**src/bta_pkg.sv**
```systemverilog
// Shared constants, codes and chain types for the bakery ticket arbiter.
`timescale 1ns / 1ps
`default_nettype none

package bta_pkg;

    localparam int NUM_REQ     = 16;
    localparam int TICKET_BITS = 8;
    localparam int IDX_W       = (NUM_REQ > 1) ? $clog2(NUM_REQ) : 1;

    // fixed field widths on the ports
    localparam int ACTION_W = 1;
    localparam int WHO_W    = 4;
    localparam int STATUS_W = 2;
    localparam int GIVEN_W  = 8;

    localparam logic [TICKET_BITS-1:0] TICKET_MAX = '1;

    typedef logic [TICKET_BITS-1:0] t_ticket;
    typedef logic [IDX_W-1:0]       t_idx;

    typedef enum logic [ACTION_W-1:0] {
        ACT_REQUEST = 1'b0,
        ACT_RELEASE = 1'b1
    } t_action;

    typedef enum logic [STATUS_W-1:0] {
        ST_OK       = 2'd0,
        ST_IGNORED  = 2'd1,
        ST_OVERFLOW = 2'd2
    } t_status;

    typedef enum logic [1:0] {
        S_IDLE,
        S_SCAN,
        S_FINISH
    } t_state;

    // Scan token handed from cell to cell
    typedef struct packed {
        logic    valid;
        t_action action;
        logic    who_ok;   // requester index is in range
        t_idx    who;
        t_ticket top;      // largest ticket seen so far
        logic    found;    // a nonzero ticket other than who's was seen
        t_ticket low;      // smallest such ticket
        t_idx    low_idx;
        t_ticket own;      // who's current ticket
    } t_token;

    // Broadcast write into the ticket row
    typedef struct packed {
        logic    en;
        t_idx    idx;
        t_ticket value;
    } t_wr;

endpackage

`default_nettype wire

```
**src/bakery_ticket_arbiter.sv**
```systemverilog
// Top level: bakery ticket arbiter built as a row of ticket cells swept by a scan token.
//
//   channel | direction | handshake                 | beat fields
//   --------+-----------+---------------------------+--------------------------------------
//   in      | to block  | i_in_valid / o_in_stall   | i_action, i_requester
//   out     | from block| o_out_valid / i_out_stall | o_status, o_ticket_given,
//           |           |                           | o_grant_valid, o_grant_index
//
// The scan token walks the ticket row one cell per cycle; r_fin then latches the tail
// token, and the finish state updates the ticket and loads the result register once
// that register is free. One item is in work at a time.
// Synchronous active-low reset clears all tickets at once; no sweep is needed.
// A stalled result holds in the output register; the next item may enter meanwhile,
// but its update waits until the register frees.
`timescale 1ns / 1ps
`default_nettype none

module bakery_ticket_arbiter (
    input  wire logic                             i_clk,
    input  wire logic                             i_rst_n,
    input  wire logic                             i_in_valid,
    output logic                                  o_in_stall,
    input  wire logic [bta_pkg::ACTION_W-1:0]     i_action,
    input  wire logic [bta_pkg::WHO_W-1:0]        i_requester,
    output logic                                  o_out_valid,
    input  wire logic                             i_out_stall,
    output logic [bta_pkg::STATUS_W-1:0]          o_status,
    output logic [bta_pkg::GIVEN_W-1:0]           o_ticket_given,
    output logic                                  o_grant_valid,
    output logic [bta_pkg::WHO_W-1:0]             o_grant_index
);

    bta_pkg::t_state  r_state;
    bta_pkg::t_state  n_state;
    bta_pkg::t_token  w_tok [bta_pkg::NUM_REQ+1];
    bta_pkg::t_token  r_fin;
    bta_pkg::t_wr     w_wr;

    logic             w_accept;
    logic             w_out_free;
    logic             w_commit;

    logic             r_out_valid;
    bta_pkg::t_status r_status;
    bta_pkg::t_ticket r_given;
    logic             r_grant_valid;
    bta_pkg::t_idx    r_grant_idx;

    bta_pkg::t_status w_status;
    bta_pkg::t_ticket w_given;
    bta_pkg::t_ticket w_new_own;
    logic             w_who_wins;
    logic             w_grant_valid;
    bta_pkg::t_idx    w_grant_idx;

    assign w_accept   = i_in_valid && !o_in_stall;
    assign w_out_free = !r_out_valid || !i_out_stall;

    // seed token enters cell 0 on the accepting edge
    always_comb begin
        w_tok[0]         = '0;
        w_tok[0].valid   = w_accept;
        w_tok[0].action  = bta_pkg::t_action'(i_action);
        w_tok[0].who_ok  = int'(i_requester) < bta_pkg::NUM_REQ;
        w_tok[0].who     = (bta_pkg::IDX_W)'(i_requester);
    end

    for (genvar g = 0; g < bta_pkg::NUM_REQ; g++) begin : g_cell
        bta_cell u_cell (
            .i_clk      (i_clk),
            .i_rst_n    (i_rst_n),
            .i_cell_idx ((bta_pkg::IDX_W)'(g)),
            .i_token    (w_tok[g]),
            .i_wr       (w_wr),
            .o_token    (w_tok[g+1])
        );
    end

    // next state
    always_comb begin
        n_state = r_state;
        case (r_state)
            bta_pkg::S_IDLE:   if (w_accept) n_state = bta_pkg::S_SCAN;
            bta_pkg::S_SCAN:   if (w_tok[bta_pkg::NUM_REQ].valid) n_state = bta_pkg::S_FINISH;
            bta_pkg::S_FINISH: if (w_out_free) n_state = bta_pkg::S_IDLE;
            default:           n_state = bta_pkg::S_IDLE;
        endcase
    end

    // state outputs
    always_comb begin
        o_in_stall = 1'b1;
        w_commit   = 1'b0;
        case (r_state)
            bta_pkg::S_IDLE:   o_in_stall = 1'b0;
            bta_pkg::S_SCAN:   o_in_stall = 1'b1;
            bta_pkg::S_FINISH: w_commit   = w_out_free;
            default:           o_in_stall = 1'b1;
        endcase
    end

    // decide the action from the finished scan
    always_comb begin
        w_status  = bta_pkg::ST_OK;
        w_given   = '0;
        w_wr      = '0;
        w_wr.idx  = r_fin.who;
        if (!r_fin.who_ok) begin
            w_status = bta_pkg::ST_IGNORED;
        end else if (r_fin.action == bta_pkg::ACT_REQUEST) begin
            if (r_fin.own != '0) begin
                w_status = bta_pkg::ST_IGNORED;
            end else if (r_fin.top == bta_pkg::TICKET_MAX) begin
                w_status = bta_pkg::ST_OVERFLOW;
            end else begin
                w_given     = r_fin.top + 1'b1;
                w_wr.en     = w_commit;
                w_wr.value  = w_given;
            end
        end else begin
            if (r_fin.own == '0) begin
                w_status = bta_pkg::ST_IGNORED;
            end else begin
                w_wr.en    = w_commit;
                w_wr.value = '0;
            end
        end

        // fold the updated ticket of the acting requester into the grant
        w_new_own = r_fin.own;
        if (r_fin.who_ok && (w_status == bta_pkg::ST_OK)) begin
            w_new_own = (r_fin.action == bta_pkg::ACT_REQUEST) ? w_given : '0;
        end
        w_who_wins = r_fin.who_ok && (w_new_own != '0) &&
                     (!r_fin.found || (w_new_own < r_fin.low) ||
                      ((w_new_own == r_fin.low) && (r_fin.who < r_fin.low_idx)));
        w_grant_valid = w_who_wins || r_fin.found;
        if (w_who_wins) begin
            w_grant_idx = r_fin.who;
        end else if (r_fin.found) begin
            w_grant_idx = r_fin.low_idx;
        end else begin
            w_grant_idx = '0;
        end
    end

    always_ff @(posedge i_clk) begin
        if (!i_rst_n) begin
            r_state     <= bta_pkg::S_IDLE;
            r_out_valid <= 1'b0;
        end else begin
            r_state <= n_state;
            if (w_commit) begin
                r_out_valid <= 1'b1;
            end else if (!i_out_stall) begin
                r_out_valid <= 1'b0;
            end
        end
    end

    always_ff @(posedge i_clk) begin
        if (w_tok[bta_pkg::NUM_REQ].valid) begin
            r_fin <= w_tok[bta_pkg::NUM_REQ];
        end
        if (w_commit) begin
            r_status      <= w_status;
            r_given       <= w_given;
            r_grant_valid <= w_grant_valid;
            r_grant_idx   <= w_grant_idx;
        end
    end

    assign o_out_valid    = r_out_valid;
    assign o_status       = r_status;
    assign o_ticket_given = (bta_pkg::GIVEN_W)'(r_given);
    assign o_grant_valid  = r_grant_valid;
    assign o_grant_index  = (bta_pkg::WHO_W)'(r_grant_idx);

endmodule

`default_nettype wire

```
**src/bta_cell.sv**
```systemverilog
// One ticket cell: holds a requester's ticket and folds it into the passing scan token.
`timescale 1ns / 1ps
`default_nettype none

module bta_cell (
    input  wire logic            i_clk,
    input  wire logic            i_rst_n,
    input  wire bta_pkg::t_idx   i_cell_idx,
    input  wire bta_pkg::t_token i_token,
    input  wire bta_pkg::t_wr    i_wr,
    output bta_pkg::t_token      o_token
);

    bta_pkg::t_ticket r_ticket;
    bta_pkg::t_token  r_token;
    bta_pkg::t_token  n_token;

    always_comb begin
        n_token = i_token;
        if (r_ticket > i_token.top) begin
            n_token.top = r_ticket;
        end
        if (i_token.who_ok && (i_token.who == i_cell_idx)) begin
            n_token.own = r_ticket;
        end else if ((r_ticket != '0) && (!i_token.found || (r_ticket < i_token.low))) begin
            // strict compare keeps the lower index on a tie
            n_token.found   = 1'b1;
            n_token.low     = r_ticket;
            n_token.low_idx = i_cell_idx;
        end
    end

    always_ff @(posedge i_clk) begin
        if (!i_rst_n) begin
            r_ticket <= '0;
            r_token  <= '0;
        end else begin
            if (i_wr.en && (i_wr.idx == i_cell_idx)) begin
                r_ticket <= i_wr.value;
            end
            r_token <= n_token;
        end
    end

    assign o_token = r_token;

endmodule

`default_nettype wire

```
**config.mk**
```make
export PLATFORM = sky130hd
export DESIGN_NAME = bakery_ticket_arbiter
export DESIGN_NICKNAME = d
export VERILOG_FILES = /design/src/bta_pkg.sv /design/src/bakery_ticket_arbiter.sv /design/src/bta_cell.sv
export SDC_FILE = /design/constraint.sdc
export NUM_CORES = 2
export LEC_CHECK = 0
export BUFFER_PORTS_ARGS = -buffer_cell sky130_fd_sc_hd__buf_2
export CORE_MARGIN = 10
export CORE_UTILIZATION = 66
export DETAILED_ROUTE_END_ITERATION = 16
export GPL_ROUTABILITY_DRIVEN = 1
export PLACE_DENSITY_LB_ADDON = 0.08
export SLEW_MARGIN = 20
export SYNTH_ARGS = -nofsm -noshare
export SYNTH_HDL_FRONTEND = slang
export SYNTH_SLANG_ARGS = --single-unit
```
**constraint.sdc**
```tcl
create_clock -name i_clk -period 8.1 [get_ports i_clk]
set_clock_uncertainty 0.15 [all_clocks]
set_input_delay 0 -clock i_clk [delete_from_list [all_inputs] [get_ports i_clk]]
set_output_delay 0 -clock i_clk [all_outputs]
set_load 0.01 [all_outputs]
```
==> flow_summary.json <==
{
  "hpwlAfterDp_microns": 50400,
  "synth_fp_nets": 3509,
  "grt_pass1_wl_microns": 115000,
  "drive_above_1_share_pct": 6.34,
  "netlist_area_sq_mm": 0.0316,
  "p_leak_nw": 13.3,
  "power_frac_seq_pct": 51.2,
  "crit_type": "reg2reg",
  "wire_per_inst_microns": 18.2,
  "syn_to_final_growth_pct": 10.8,
  "diodes": 0,
  "root_buffer": "clkbuf_16",
  "die_y_microns": 239,
  "slew_violations": 0,
  "fmax_mhz": 223,
  "pin_count": 26,
  "vias": 22203,
  "critPathMaxStageDelay_ps": 840,
  "core.rowCount": 80,
  "routed_wl_microns": 72100,
  "syn_inst": 3263,
  "cts_tree": "done",
  "startpoint_type": "flop",
  "route.met3.wl_microns": 3370,
  "seq_area_frac_synth_pct": 48.6,
  "start_util_pct": 66.4,
  "cap_violations": 0,
  "drcViolationCount": 0,
  "pwr-share-comb_pct": 1.1,
  "async_flop_share_pct": 0,
  "clk_pin_slew_ps": 60,
  "power_mw": 7.21,
  "cts_buffers": 74,
  "ant_nets": 0,
  "hold_viol_final": 0,
  "synth.avg_cell_area_sq_um": 9.67,
  "gp_congestion": 0.870,
  "grt_pass1_vias": 22081,
  "intPower_mw": 5.76,
  "synth_common_cells": "dfxtp_1 (692), nor2_1 (499), mux2i_1 (467), nand2_1 (266), inv_1 (258)",
  "ys_types": 60,
  "peakVddDrop_mv": 0.183,
  "post-route-cell-area_sq_mm": 0.0350,
  "relSlewSlack_pct": 25.5,
  "fin_crit_sh_pct": 55.5,
  "crit_family": "simple AND/OR/NAND/NOR gates",
  "fin_nets": 3531,
  "ys_warn_count": 0,
  "cts_resized": 0,
  "core_area_sq_mm": 0.0475,
  "outcome": "finished clean",
  "ys.flop_type": "dfxtp_1",
  "clk_path_buf_depth": 3,
  "fin_crit_ps": 4490,
  "antenna_found_initial": 0,
  "tightest_slew_ps": 1120,
  "rsz0062_at_grt": "no",
  "synth_most_common_cell": "dfxtp_1",
  "placedInstanceArea_sq_mm": 0.0323,
  "p_clk_share_pct": 47.7,
  "path_buf_inv": 0,
  "cp.arrival_ps": 4770,
  "netlist_top_cells_area": "dfxtp_1 (44%), mux2i_1 (15%), ha_1 (9.4%), nor2_1 (5.9%), edfxtp_1 (4.8%)",
  "crit_chain": "or4_4, nor2_1, nand3_1, nor2_2, nand2_1, nand2_1, ha_1, nand2b_1, a21oi_1, o21ai_0, a21oi_1, o311ai_0, o211a_1, mux2i_1",
  "drt-initial-drc-count": 1483,
  "whs_ps": 117,
  "drt_first_pass_iters": 5,
  "clock_latency_ps": 600,
  "place_ws_ps": 3690,
  "yosysTopAreaCell": "dfxtp_1",
  "min_path_type": "in2reg",
  "pwr_density_cell_mw_per_mm2": 206,
  "wl_met1_microns": 31000,
  "die-area_sq_mm": 0.0570,
  "viasPerCell": 5.61,
  "switchingPower_mw": 1.45,
  "grt_start_max_net_pins": 124,
  "fin_setup_tns_ps": 0,
  "met2_length_microns": 35600,
  "dr.max_layer_used": "met4",
  "setup_viol": 0,
  "worst_setup_path_end_kind": "flop",
  "grtUsageTotal_pct": 25.2,
  "cp_slowest_cell": "nor2_2",
  "htree_levels": 3,
  "cp_max_fo": 17,
  "yosysTopAreaCellShare_pct": 43.9,
  "ys_seq_elements": 742,
  "die_w_microns": 239,
  "cts_num_sinks": 742,
  "required_ps": 8370,
  "synth_edf_count": 50,
  "io_buffers": 25,
  "switching_share_pct": 20.1,
  "fin_ws_ps": 3610,
  "overflow": 0
}
==> routing by layer <==
layer  GRT usage [%]  up-vias
met5               0        -
met4            9.40        0
met3            4.35      159
met2            43.8      542
met1            30.6    10555
li1                -    10947
==> cells in the final DEF, fill, tap and decap left out, types with 9 or more instances in the layout <==
cell	n
buf_4	35
nor2b_1	22
nor4_1	33
o21ai_0	57
and3_1	17
nand4_1	23
mux2i_1	467
inv_1	258
dlygate4sd3_1	17
nand2_1	266
a22o_1	9
ha_1	237
edfxtp_1	50
a21o_1	54
dfxtp_1	692
o21a_1	23
nor2_2	14
clkbuf_8	17
clkbuf_16	80
clkbuf_1	14
nor2_1	494
nand2b_1	30
a41oi_1	10
and2_1	133
nand3_1	38
buf_2	24
a21oi_1	126
==> state kept, by name (all words and copies together), names as in the netlist <==
register                cells
r_state                     2
o_grant_valid               1
g_cell.u_cell.r_ticket    128
r_fin                      35
o_grant_index               4
o_ticket_given              8
g_cell.u_cell.o_token     561
o_out_valid                 1
o_status                    2
==> path summary, 6_finish.rpt <==
path | start | end | slack, ps | depth (start not counted)
worst min register to register | g_cell[15].u_cell.o_token[12] | r_fin[12] | 250 | 0
worst max-delay path | r_fin[4] | o_grant_index[2] | 3610 | 14
worst min-delay path | i_in_valid | r_state[0] | 120 | 4
worst max register to register | r_fin[4] | o_grant_index[2] | 3610 | 14
==> kinds of logic after synthesis <==
group | count (synthesis) | synth area share, %
XOR/XNOR | 7 | 0.194
buffers and inverters | 390 | 4.70
adder cells (fa/ha/maj) | 237 | 9.39
flip-flops | 742 | 48.6
AND/OR/NAND/NOR | 1117 | 16.3
multiplexers | 467 | 14.8
AO/OA/AOI/OAI | 303 | 5.91
==> worst min-delay path: stages <==
cell and delay (ps):
dlygate4sd3_1 550, buf_2 130, nor2_1 70, a2111oi_0 60
==> power by group through the flow <==
stage | logic [mW] | registers [mW] | clock network [mW]
after floorplan | 0.0559 | 3.77 | 0
after global placement | 0.0674 | 3.77 | 0
after detailed placement | 0.0685 | 3.77 | 0
after CTS | 0.0750 | 3.69 | 3.48
after global routing | 0.0840 | 3.69 | 3.64
final | 0.0764 | 3.69 | 3.44
==> metrics by stage <==
| step | cells | util (%) |
|---|---|---|
| final | 3957 | 73.5 |
| after CTS | 3957 | 73.5 |
| after global placement | 3807 | 67.8 |
| after global routing | 3957 | 73.5 |
| after floorplan | 3263 | - |
| after detailed placement | 3807 | 67.9 |
==> layout make-up <==
cell class	instances	area, sq um
Timing Repair Buffer	77	568
Sequential cell	742	15400
Clock inverter	22	206
Fill cell	3406	12600
Inverter	259	980
Clock buffer	111	2290
Tap cell	615	769
Multi-Input combinational cell	2131	14800
==> repair_timing <==
item | 4_1_cts | 5_1_grt
hold buffers | 17 | 0
buffers inserted | 0 | 0
hold endpoints to repair | 114 | 0
Note: power is estimated with default switching activity, not from simulation.
